<file path="config.mk">
export PLATFORM = sky130hd
export DESIGN_NAME = msps_paw_lane
export DESIGN_NICKNAME = d
export VERILOG_FILES = /design/src/design/assert_macros.svh /design/src/design/msps_pkg.sv /design/src/design/msps_paw_lane.sv
export SDC_FILE = /design/constraint.sdc
export NUM_CORES = 1
export LEC_CHECK = 0
export ABC_AREA = 0
export BUFFER_PORTS_ARGS = -buffer_cell sky130_fd_sc_hd__buf_2
export CAP_MARGIN = 5
export CELL_PAD_IN_SITES_DETAIL_PLACEMENT = 1
export CELL_PAD_IN_SITES_GLOBAL_PLACEMENT = 1
export CORE_ASPECT_RATIO = 1.75
export CORE_MARGIN = 10
export CORE_UTILIZATION = 47
export DETAILED_ROUTE_END_ITERATION = 8
export GPL_TIMING_DRIVEN = 0
export HOLD_SLACK_MARGIN = 0.05
export MAX_ROUTING_LAYER = met4
export PLACE_DENSITY = 0.82
export SLEW_MARGIN = 25
export SYNTH_ARGS = -nofsm -noshare
export SYNTH_HDL_FRONTEND = slang
export SYNTH_SLANG_ARGS = --single-unit
export TNS_END_PERCENT = 10
</file>
<file path="constraint.sdc">
create_clock -name i_clk -period 6.4 [get_ports i_clk]
set_input_delay 0.64 -clock i_clk [delete_from_list [all_inputs] [get_ports i_clk]]
set_output_delay 0.64 -clock i_clk [all_outputs]
set_load 0.05 [all_outputs]
</file>
<file path="src/design/assert_macros.svh">
// ---------------------------------------------------------------------------
// Assertion macros used by the sequencer design file
// ---------------------------------------------------------------------------
`ifndef ASSERT_MACROS_SVH
`define ASSERT_MACROS_SVH

// same-cycle implication, disabled while reset is low
`define MSPS_ASSERT_IMP(label, clk, rst_n, ante, cons, msg) \
    label: assert property (@(posedge clk) disable iff (!rst_n) (ante) |-> (cons)) \
        else $error(msg);

// next-cycle implication, disabled while reset is low
`define MSPS_ASSERT_NXT(label, clk, rst_n, ante, cons, msg) \
    label: assert property (@(posedge clk) disable iff (!rst_n) (ante) |=> (cons)) \
        else $error(msg);

`endif

</file>
<file path="src/design/msps_pkg.sv">
// ---------------------------------------------------------------------------
// msps_pkg
// Shared constants, codes and coil tables of the stepper position sequencer.
// ---------------------------------------------------------------------------
package msps_pkg;

    localparam int PAW_MOTORS_DEF    = 5;
    localparam int POSITION_BITS_DEF = 16;

    localparam int CFG_INDEX_BITS = 1;
    localparam int VALUE_BITS     = 16;

    // item kinds
    localparam logic [1:0] KIND_TICK  = 2'd0;
    localparam logic [1:0] KIND_ANGLE = 2'd1;
    localparam logic [1:0] KIND_PAW   = 2'd2;

    // paw actions
    localparam logic [1:0] ACT_UP   = 2'd0;
    localparam logic [1:0] ACT_DOWN = 2'd1;

    // configuration register indexes
    localparam logic [CFG_INDEX_BITS-1:0] CFG_UP_POSITION   = 1'b0;
    localparam logic [CFG_INDEX_BITS-1:0] CFG_DOWN_POSITION = 1'b1;

    // angle limit in degrees
    localparam logic signed [VALUE_BITS-1:0] ANGLE_LIMIT = 16'sd180;

    // (1138*a +- 50)/100 folded into one multiply: 1138*335545 and 50*335545,
    // then >> 25 (335545 / 2^25 ~ 1/100, exact for sums below 2^25/68)
    localparam logic [31:0] SCALE_MUL   = 32'd381850210;
    localparam logic [31:0] SCALE_OFS   = 32'd16777250;
    localparam int          SCALE_SHIFT = 25;
    localparam int          PROD_BITS   = 40;
    localparam int          STEPS_BITS  = 12;

    typedef struct packed {
        logic step;
        logic load;
    } t_lane_ctl;

    // half-step table of the 4-coil motor
    function automatic logic [3:0] top_coil_lut(input logic [2:0] phase);
        logic [3:0] coils;
        case (phase)
            3'd0:    coils = 4'h9;
            3'd1:    coils = 4'h1;
            3'd2:    coils = 4'h3;
            3'd3:    coils = 4'h2;
            3'd4:    coils = 4'h6;
            3'd5:    coils = 4'h4;
            3'd6:    coils = 4'hc;
            3'd7:    coils = 4'h8;
            default: coils = 4'h0;
        endcase
        return coils;
    endfunction

    // {IN1, IN2} of a 2-coil motor
    function automatic logic [1:0] paw_coil_lut(input logic [1:0] phase);
        logic [1:0] coils;
        case (phase)
            2'd0:    coils = 2'h3;
            2'd1:    coils = 2'h2;
            2'd2:    coils = 2'h0;
            2'd3:    coils = 2'h1;
            default: coils = 2'h0;
        endcase
        return coils;
    endfunction

endpackage

</file>
<file path="src/design/msps_paw_lane.sv">
// ---------------------------------------------------------------------------
// msps_paw_lane
// Position, target and phase of one 2-coil paw motor.
// ---------------------------------------------------------------------------
module msps_paw_lane
    import msps_pkg::*;
#(
    parameter int POSITION_BITS = POSITION_BITS_DEF
) (
    input  logic                            i_clk,
    input  logic                            i_rst_n,
    input  t_lane_ctl                       i_ctl,
    input  logic signed [POSITION_BITS-1:0] i_load_val,
    output logic [1:0]                      o_coils,
    output logic                            o_enable,
    output logic                            o_moving
);

    logic signed [POSITION_BITS-1:0] r_pos, n_pos;
    logic signed [POSITION_BITS-1:0] r_tgt, n_tgt;
    logic [1:0]                      r_phase, n_phase;
    logic                            w_differs;

    assign w_differs = (r_pos != r_tgt);

    always_comb begin
        n_pos   = r_pos;
        n_phase = r_phase;
        if (i_ctl.step && w_differs) begin
            if (r_tgt > r_pos) begin
                n_pos   = r_pos + 1'b1;
                n_phase = r_phase + 2'd1;
            end else begin
                n_pos   = r_pos - 1'b1;
                n_phase = r_phase - 2'd1;
            end
        end
        n_tgt = i_ctl.load ? i_load_val : r_tgt;
    end

    assign o_coils  = paw_coil_lut(n_phase);
    assign o_enable = (n_pos != r_tgt);
    assign o_moving = (n_pos != n_tgt);

    always_ff @(posedge i_clk) begin
        if (!i_rst_n) begin
            r_pos   <= '0;
            r_tgt   <= '0;
            r_phase <= '0;
        end else begin
            r_pos   <= n_pos;
            r_tgt   <= n_tgt;
            r_phase <= n_phase;
        end
    end

endmodule

</file>
==> reports/qor.txt <==
Outcome = complete, no violations
Die Y = 138.3 um
Largest net degree at the start of global routing = 19
GRT Resource Usage Total = 22.08%
Syn Std Cell Area = 3757 um^2
Placed cells = 569
Seq/Total Area, Yosys = 18.12%
# setup viols final = 0
Fin crit period = 6.131 ns
Async SR Flop Fraction = 0%
Die Area = 12110 um^2
Crit path launch type = flip-flop
I/O Pins = 24
Hold WC Path Type = flip-flop to flip-flop
Ys flop type = dfxtp_1
Die Span X = 87.59 um
Port bufs = 22
Synthesized flop and latch total = 34
Finished Layout Cells = 576
Number of distinct library cells after synthesis = 76
RSZ-0062 raised after global routing = false
Routed len/inst = 22.85 um
Period utilization = 95.79%
Hpwl dp = 10290 um
Setup TNS = 0 ns
Ratio of cells with drive above 1 in the final layout = 13.17%
Max_cap viols = 0
CP endpoint kind = output pin
Worst slew pin tran = 0.6664 ns
Fill count = 1009
Routability Congestion = 0.9258
DRC errors left = 0
Syn_nets = 513
Reg2Reg Depth = 16
Initial Utilization = 47.83%
Max clock buf depth = 2
CTS tree = done
Final count of pins violating max slew = 0
Number of enable flip-flop cells after synthesis = 0
Initial drt markers = 232
Setup fix buffers added after clock tree synthesis = 0
Num CTS Buffers = 5
Net count, final = 542
Initial antenna violation count = 0
First-pass GRT wire length = 20530 um
Max-Slew Margin vs Limit = 54.31%
CTS sink cnt = 34
Area leader, netlist = dfxtp_1
Top-area cell type share of the netlist area = 18.12%
Critical path required time = 5.76 ns
Worst-path clk slew = 0.05 ns
Ys Warns = 0
Worst-Skew Late Latency = 0.28 ns
Worst hold stages = 2
Vias in the first global route = 3997
Antenna cells = 0
Dpl cell area = 3980 um^2
Hold Vio Cnt, Final = 0
Vias = 3676
Congestion Overflow GR = 0
Fin area = 4125 um^2
H-tree levels = 2
WL final = 13160 um
Critical path fanouts, max = 18
Mapped Cells = 457
Fin Clk Skew = 0.002180 ns
Top cells by area, synth = dfxtp_1 (18%), ha_1 (12%), xnor2_1 (8.9%)
Drt pass-1 iters = 4
Core Rows = 43
Crit Path Category = flip-flop to output pin
Via density = 6.382
Post-route ant nets = 0
Core Footprint = 7855 um^2
Area growth from synthesis to layout = 9.790%
Most frequent cells in the layout = nand2_1 (39), nor2_1 (39), xnor2_1 (38)
Synthesized area per cell = 8.222 um^2
F_max = 163.1 MHz
Critical path arrival = 5.49 ns
Clk root buf = clkbuf_16
==> worst max-delay path, stage by stage, from the launching register on <==
cell       delay, ns
dfxtp_1         0.48
inv_1           0.08
ha_1            0.35
a21o_1          0.18
a21oi_1         0.20
o221ai_1        0.17
o31a_1          0.39
nand2b_4        0.28
inv_1           0.10
fa_1            0.47
xnor2_1         0.43
xnor2_1         0.12
or4_1           0.54
o41ai_1         0.46
o2111ai_1       0.19
nor4bb_1        0.39
nand3_1         0.13
buf_2           0.24
==> cell type report <==
type | count | area [um^2] | share of cell area, %
Sequential cell | 34 | 680.7 | 16.50
Clock buffer | 7 | 132.6 | 3.215
Inverter | 27 | 101.3 | 2.457
Timing Repair Buffer | 22 | 110.1 | 2.669
Tap cell | 90 | 112.6 | 2.730
Buffer | 24 | 192.7 | 4.671
Multi-Input combinational cell | 372 | 2795 | 67.76
==> per-stage QoR <==
stage                     hold WS [ns]  worst slack (ns)  util [%]
after global routing            0.5345           0.06186     52.52
after CTS                       0.4914            0.2863     52.39
final                           0.4941            0.2694     52.52
after detailed placement        0.4835            0.2579     50.67
after floorplan                 0.4536             1.055         -
after global placement          0.4647            0.3028     50.67
==> flip-flops by register name (all words and copies together) (netlist names) <==
signal / cells
r_phase: 2
r_pos: 16
r_tgt: 16
==> metal layers <==
metal	track usage, %	up-vias	wire (um)
met5	-	-	0
met4	14.76	0	909
met3	3.118	54	472
met2	38.73	122	7094
met1	21.27	1781	4686
li1	-	1719	-
==> cell usage after synthesis (all sizes together) (4+ instances only) <==
| master | n |
|---|---|
| ha | 35 |
| nor2b | 7 |
| dfxtp | 34 |
| nand2b | 4 |
| inv | 27 |
| nand4 | 13 |
| or3 | 4 |
| o211ai | 5 |
| a211oi | 6 |
| a31oi | 5 |
| nand2 | 39 |
| nor3 | 5 |
| a21oi | 33 |
| xnor2 | 38 |
| clkbuf | 9 |
| and3 | 6 |
| nor2 | 39 |
| o31ai | 4 |
| mux2 | 4 |
| a21o | 10 |
| nand3 | 13 |
| mux2i | 18 |
| o21ai | 7 |
| and2 | 4 |
| buf | 14 |
| xor2 | 12 |
==> cell families (layout without fill, tap and decap cells) <==
family                   count (synthesis)  in the layout  share of synthesized area, %
AO/OA/AOI/OAI                          105            105                         20.01
XOR/XNOR                                53             53                         13.45
adder cells (fa/ha/maj)                 36             36                         12.19
buffers and inverters                   51             80                         7.825
flip-flops                              34             34                         18.12
multiplexers                            22             22                         6.526
AND/OR/NAND/NOR                        156            156                         21.88
==> what timing repair did <==
item,in CTS,in global routing
gates resized for setup,1,2
endpoints found under the hold margin,0,0
hold buffers,0,0
setup endpoints to repair,2,1
==> path summary, 6_finish.rpt <==
| check | to | slack [ns] | start |
|---|---|---|---|
| worst max register to register | r_pos[15] | 1.71 | r_pos[8] |
| worst min-delay path | r_pos[2] | 0.49 | r_pos[2] |
| worst min register to register | r_pos[2] | 0.49 | r_pos[2] |
| worst max-delay path | o_moving | 0.27 | r_pos[9] |
Power is not shown: default switching activity piles up to over one toggle a cycle in this logic, so the estimate is an artifact.
