===== src/design/assert_macros.svh =====
// ---------------------------------------------------------------------------
// Assertion macros used by the sequencer design file
// ---------------------------------------------------------------------------
`ifndef ASSERT_MACROS_SVH
`define ASSERT_MACROS_SVH

// same-cycle implication, disabled while reset is low
`define MSPS_ASSERT_IMP(label, clk, rst_n, ante, cons, msg) \
    label: assert property (@(posedge clk) disable iff (!rst_n) (ante) |-> (cons)) \
        else $error(msg);

// next-cycle implication, disabled while reset is low
`define MSPS_ASSERT_NXT(label, clk, rst_n, ante, cons, msg) \
    label: assert property (@(posedge clk) disable iff (!rst_n) (ante) |=> (cons)) \
        else $error(msg);

`endif


===== src/design/msps_pkg.sv =====
// ---------------------------------------------------------------------------
// msps_pkg
// Shared constants, codes and coil tables of the stepper position sequencer.
// ---------------------------------------------------------------------------
package msps_pkg;

    localparam int PAW_MOTORS_DEF    = 5;
    localparam int POSITION_BITS_DEF = 16;

    localparam int CFG_INDEX_BITS = 1;
    localparam int VALUE_BITS     = 16;

    // item kinds
    localparam logic [1:0] KIND_TICK  = 2'd0;
    localparam logic [1:0] KIND_ANGLE = 2'd1;
    localparam logic [1:0] KIND_PAW   = 2'd2;

    // paw actions
    localparam logic [1:0] ACT_UP   = 2'd0;
    localparam logic [1:0] ACT_DOWN = 2'd1;

    // configuration register indexes
    localparam logic [CFG_INDEX_BITS-1:0] CFG_UP_POSITION   = 1'b0;
    localparam logic [CFG_INDEX_BITS-1:0] CFG_DOWN_POSITION = 1'b1;

    // angle limit in degrees
    localparam logic signed [VALUE_BITS-1:0] ANGLE_LIMIT = 16'sd180;

    // (1138*a +- 50)/100 folded into one multiply: 1138*335545 and 50*335545,
    // then >> 25 (335545 / 2^25 ~ 1/100, exact for sums below 2^25/68)
    localparam logic [31:0] SCALE_MUL   = 32'd381850210;
    localparam logic [31:0] SCALE_OFS   = 32'd16777250;
    localparam int          SCALE_SHIFT = 25;
    localparam int          PROD_BITS   = 40;
    localparam int          STEPS_BITS  = 12;

    typedef struct packed {
        logic step;
        logic load;
    } t_lane_ctl;

    // half-step table of the 4-coil motor
    function automatic logic [3:0] top_coil_lut(input logic [2:0] phase);
        logic [3:0] coils;
        case (phase)
            3'd0:    coils = 4'h9;
            3'd1:    coils = 4'h1;
            3'd2:    coils = 4'h3;
            3'd3:    coils = 4'h2;
            3'd4:    coils = 4'h6;
            3'd5:    coils = 4'h4;
            3'd6:    coils = 4'hc;
            3'd7:    coils = 4'h8;
            default: coils = 4'h0;
        endcase
        return coils;
    endfunction

    // {IN1, IN2} of a 2-coil motor
    function automatic logic [1:0] paw_coil_lut(input logic [1:0] phase);
        logic [1:0] coils;
        case (phase)
            2'd0:    coils = 2'h3;
            2'd1:    coils = 2'h2;
            2'd2:    coils = 2'h0;
            2'd3:    coils = 2'h1;
            default: coils = 2'h0;
        endcase
        return coils;
    endfunction

endpackage


===== src/design/msps_angle_scale.sv =====
// ---------------------------------------------------------------------------
// msps_angle_scale
// Range check and degrees-to-steps scaling of a top motor angle.
// ---------------------------------------------------------------------------
module msps_angle_scale
    import msps_pkg::*;
#(
    parameter int POSITION_BITS = POSITION_BITS_DEF
) (
    input  logic signed [VALUE_BITS-1:0]    i_angle,
    output logic                            o_in_range,
    output logic signed [POSITION_BITS-1:0] o_target
);

    logic                         w_neg;
    logic [7:0]                   w_mag;
    logic [PROD_BITS-1:0]         w_prod;
    logic [PROD_BITS-1:0]         w_sum;
    logic [STEPS_BITS-1:0]        w_steps;
    logic signed [STEPS_BITS:0]   w_signed;

    assign o_in_range = (i_angle <= ANGLE_LIMIT) && (i_angle >= -ANGLE_LIMIT);
    assign w_neg      = i_angle[VALUE_BITS-1];
    assign w_mag      = w_neg ? 8'(-i_angle) : 8'(i_angle);
    assign w_prod     = PROD_BITS'(w_mag) * PROD_BITS'(SCALE_MUL);
    // negative angles truncate toward zero: scale |a| with the offset reversed
    assign w_sum      = w_neg ? (w_prod - PROD_BITS'(SCALE_OFS))
                              : (w_prod + PROD_BITS'(SCALE_OFS));
    assign w_steps    = w_sum[SCALE_SHIFT +: STEPS_BITS];
    assign w_signed   = w_neg ? -$signed({1'b0, w_steps}) : $signed({1'b0, w_steps});
    assign o_target   = POSITION_BITS'(w_signed);

endmodule


===== config.mk =====
export PLATFORM = sky130hd
export DESIGN_NAME = msps_angle_scale
export DESIGN_NICKNAME = d
export VERILOG_FILES = /design/src/design/assert_macros.svh /design/src/design/msps_pkg.sv /design/src/design/msps_angle_scale.sv
export SDC_FILE = /design/constraint.sdc
export NUM_CORES = 1
export LEC_CHECK = 0
export BUFFER_PORTS_ARGS = -buffer_cell sky130_fd_sc_hd__buf_4
export CAP_MARGIN = 10
export CELL_PAD_IN_SITES_DETAIL_PLACEMENT = 1
export CELL_PAD_IN_SITES_GLOBAL_PLACEMENT = 1
export CORE_ASPECT_RATIO = 1.75
export CORE_MARGIN = 10
export CORE_UTILIZATION = 53
export DETAILED_ROUTE_END_ITERATION = 7
export PLACE_DENSITY = 0.9
export SYNTH_ARGS = -nofsm -noshare
export SYNTH_HDL_FRONTEND = slang
export SYNTH_SLANG_ARGS = --single-unit
export TNS_END_PERCENT = 20

===== constraint.sdc =====
create_clock -name vclk -period 19.5
set_clock_uncertainty 0.15 [all_clocks]
set_input_delay 0.975 -clock vclk [all_inputs]
set_output_delay 0.975 -clock vclk [all_outputs]
set_load 0.05 [all_outputs]

==> summary.md, run 1 <==
| Metric | Value |
|---|---|
| CP endpoint kind | output pin |
| Worst path slowest cell | fa_1 |
| Count of different cell masters after synthesis | 59 |
| Largest net degree at the start of global routing | about 60 |
| Dpl cells | approximately 760 |
| Vias per cell | 6.18 |
| Area leader, netlist | ha_1 |
| Layout cell share with drive strength beyond 1 | under 10% |
| Slew Limit Headroom | between 30% and 40% |
| Type of origin of the critical path | input port |
| Sequential fraction of the synthesis area | 0% |
| Initial Utilization | between 50 and 60% |
| Final wirelength | ~16 mm |
| First-pass GRT wire length | approximately 26 mm |
| Post-CTS sizing | 0 |
| Fin. Hold Viols | 0 |
| # hold bufs at CTS | 0 |
| Die Area | roughly 14000 um2 |
| I/O Pins | 33 |
| Clock buffer cells | 0 |
| I/O Buffers | 33 |
| Worst Path Required | 18.38 ns |
| RePlAce Congestion | between 0.9 and 1 |
| Drt pass-1 iters | 4 |
| Drt wl/cell | 20.8 um |
| Total GRT Usage | roughly a quarter |
| Drt drc | 0 |
| Die height | between 100 and 150 um |
| RSZ-0062 raised after global routing | no |
| Most common cell type on the critical path | ha_1 |
| Post-Layout Cell Count | around 760 |
| DR vias | 4717 |
| Initial DRC count | between 200 and 250 |
| Tcrit/Tclk final | 57.3% |
| Fin crit period | ~11 ns |
| Mux contribution to synthesized area | 0% |
| Slew @ Worst Pin | between 1 and 1.5 ns |
| Status | complete, no violations |
| Cells after synthesis | 615 |
| Post-Synth Simple-Gate Area | between 10% and 20% |
| Core Rows | between 40 and 50 |
| Hold Path Class | input port to output pin |
| Post-synthesis xor/xnor area fraction | under 10% |
| Syn avg cell area | 7.92 um2 |
| Synth-to-Final Area Change | 7.71% |
| Max-slew violations | 0 |
| Max stage delay on crit path | 0.57 ns |
| Mapped Area | roughly 4900 um2 |
| Die Wd | approximately 90 um |
| Synth Net Count | roughly 790 |
| Largest family of logic cells by synthesized area | adder cells |
| WP data arrival | ~10 ns |
| Worst setup path category | input port to output pin |
| Vias in the first global route | about 5400 |
| Number of max-cap violations | 0 |
| Area of the core | roughly 9000 um2 |
| Final net count | just over 800 |
| Number of sequential cells | 0 |
| Compound-gate portion of the synthesized area | approximately a quarter |
| Fmax | ~90 MHz |
| Ranking of synthesized cells by area | ha_1, fa_1, xnor2_1, inv_1, a21oi_1 |
| Post-CTS Setup Bufs | 0 |
| HPWL Detailed | roughly 14 mm |
| Worst Path Max Fanout | 13 |
| Global route overflow | 0 |
| Adder-cell area share of the yosys netlist | roughly 45% |
| Number of diodes | 0 |
| Worst setup margin | 8.33 ns |
| ANT nets after route | 0 |
| Final setup fails | 0 |
| Commonest cells post-synth | ha_1, inv_1, a21oi_1 |
| Antenna violations before repair | 0 |
| Yosys warning count | 0 |
| Most used standard cell by instance count after synthesis | ha_1 |
| Setup TNS | 0 ns |
| Sequential Area | 0 um2 |
| Post-synth top area share | between 30 and 40% |
| Pre-CTS setup slack | around 8.3 ns |
kinds of logic (layout without fill, tap and decap cells):
logic type                 count (synthesis)  count (layout)
and+or+nand+nor                          131             131
buffers and inverters                     99             127
AOI/OAI and AO/OA                        176             176
adders and majority gates                158             158
xor gates and xnor gates                  51              51
critical path, delay by kind of cell:
| kind | cells | cell delay (ns) |
|---|---|---|
| and+or+nand+nor | 8 | 2.81 |
| xor gates and xnor gates | 3 | 0.68 |
| adders and majority gates | 7 | 2.50 |
| buffers and inverters | 3 | 0.55 |
| AOI/OAI and AO/OA | 9 | 2.52 |
cell usage in the layout (no fill, tap or decap), drive strengths merged, types with 12 or more instances in the layout:
cell,netlist,layout
ha,128,128
inv,92,92
a21oi,47,47
o21ai,43,43
xnor2,41,41
nand2,40,40
buf,4,35
fa,30,30
nor2,25,25
a21o,15,15
o21a,12,12
final timing paths:
kind,from,endpoint,slack [ns],cells after the start
worst min-delay path,i_angle[9],o_in_range,2.25,5
worst max-delay path,i_angle[0],o_target[14],8.33,30
area by class of cell:
class                           instances  area [um2]
Timing Repair Buffer                   35         263
Fill cell                            1182        3790
Tap cell                              120         150
Inverter                               92         345
Multi-Input combinational cell        516        4490
layer usage:
metal / share of wire (%) / track usage, %
met4: 5.9 / 12.3
met3: 1.5 / 1.02
met5: 0 / 0
met1: 36 / 22.6
met2: 57 / 46.6
stage by stage:
step                      hold slack [ns]  instance area, um2  util (%)
after floorplan                      2.16                4870         -
after global placement               2.21                5240      58.0
after detailed placement             2.26                5240      58.0
after CTS                            2.26                5240      58.0
after global routing                 2.28                5240      58.0
final                                2.25                5240      58.0
Power of run 1 is not shown: default switching activity piles up to over one toggle a cycle in this logic, so the estimate is an artifact.
==> run 2, diff against run 1 <==
- CORE_UTILIZATION: 53 -> 49
- PLACE_DENSITY: 0.9 -> 0.84
- clock period: 19.5 -> 10.7 ns (I/O delays scaled with it)
==> run 2 against run 1 <==
  * Core utilization down 4.2 points
  * Die area up 6.7%
  * Sequential cell count unchanged
  * First-iteration DRC count down 2.9%
  * Hold slack worse by 0.89 ns
  * Sequential share of layout area unchanged
  * Clock-buffer cell count unchanged
  * Routed wire length down 8.2%
  * Global-route usage down 3.0 points
==> summary.md, run 2 (synthesis gave the netlist of run 1 again) <==
| Metric | Value |
|---|---|
| Fin util | 53.8% |
| Tcrit/Tclk final | a little over nine tenths |
| Area of the core | between 9000 and 10000 um2 |
| Number of max-cap violations | 0 |
| Slew Limit Headroom | roughly 26% |
| I/O Pins | 33 |
| Layout cell share with drive strength beyond 1 | 7.91% |
| DR vias | 4634 |
| Clock buffer cells | 0 |
| I/O Buffers | 33 |
| Die Wd | about 95 um |
| Final net count | between 800 and 900 |
| Sequential Area | 0 um2 |
| Most frequent cells in the layout | ha_1, inv_1, a21oi_1 |
| Worst path slowest cell | fa_1 |
| Initial DRC count | 200 |
| Most common cell type on the critical path | ha_1 |
| Drt drc | 0 |
| Worst setup path category | input port to output pin |
| Hold Path Class | input port to output pin |
| Met3 routed WL | roughly 170 um |
| Final setup fails | 0 |
| Met2 routed WL | roughly 8.4 mm |
| Max-slew violations | 0 |
| Global route overflow | 0 |
| Antenna violations before repair | 0 |
| Max stage delay on crit path | between 0.5 and 0.6 ns |
| First-pass GRT wire length | 24.6 mm |
| Setup TNS | 0 ns |
| Vias in the first global route | between 5000 and 6000 |
| Fmax | between 90 and 100 MHz |
| CP endpoint kind | output pin |
| Vias per cell | 6.02 |
| RePlAce Congestion | between 0.9 and 1 |
| Slew @ Worst Pin | 1.09 ns |
| Largest net degree at the start of global routing | between 40 and 50 |
| Drt wl/cell | ~19 um |
| Final wirelength | ~15 mm |
| Die Area | about 14000 um2 |
| Fin. Hold Viols | 0 |
| Dpl cells | 770 |
| Core Rows | 48 |
| HPWL Detailed | 13.0 mm |
| Die height | roughly 150 um |
| ANT nets after route | 0 |
| Total GRT Usage | 20.3% |
| Worst Path Max Fanout | 13 |
| Number of sequential cells | 0 |
| Status | complete, no violations |
| Type of origin of the critical path | input port |
| Worst Path Required | between 10 and 15 ns |
| Design Area, Final | ~5300 um2 |
| Synth-to-Final Area Change | 8.25% |
| Post-Layout Cell Count | slightly below 800 |
| Commonest non-fill, non-tap cell in the layout | ha_1 |
| Number of diodes | 0 |
| Max Used Layer | met4 |
| Initial Utilization | roughly half |
| Drt pass-1 iters | 4 |
| M1 WL | approximately 5.5 mm |
| Fin crit period | about 10 ns |
| # hold bufs at CTS | 0 |
| Post-placement cell area | roughly 5300 um2 |
| WP data arrival | ~9.4 ns |
[run 2: timing repair]
item	CTS	global route
resized for setup	0	1
setup buffers	0	0
endpoints found under the setup margin	0	4
[run 2: area by class of cell]
cell class	count	area (um2)
fillers	1263	4520
multi-input cells	516	4490
inverters	92	345
repair buffers	37	278
well taps	125	156
[run 2: stage by stage]
stage / hold slack [ns] / setup slack [ns]
2_1_floorplan: 1.28 / 1.36
3_3_place_gp: 1.33 / 0.936
3_5_place_dp: 1.36 / 0.668
4_1_cts: 1.36 / 0.646
5_1_grt: 1.40 / -0.0204
6_report: 1.36 / 0.621
[run 2: path summary, 6_finish.rpt]
check | from | end | slack, ns | cells after the start
max | i_angle[0] | o_target[13] | 0.62 | 30
min | i_angle[9] | o_in_range | 1.36 | 5
[run 2: critical path, delay by kind of cell]
family	cells	cell delay (ns)
and+or+nand+nor	8	2.75
adders and majority gates	7	2.47
AOI/OAI and AO/OA	9	2.41
xor gates and xnor gates	3	0.66
buffers and inverters	3	0.54
[run 2: per-layer routing]
| layer | vias to the layer above | GRT usage, % |
|---|---|---|
| li1 | 2257 | - |
| met1 | 2290 | 22.4 |
| met2 | 63 | 39.8 |
| met3 | 24 | 0.197 |
| met4 | 0 | 5.44 |
| met5 | - | 0 |
Power of run 2 is left out for the same reason.
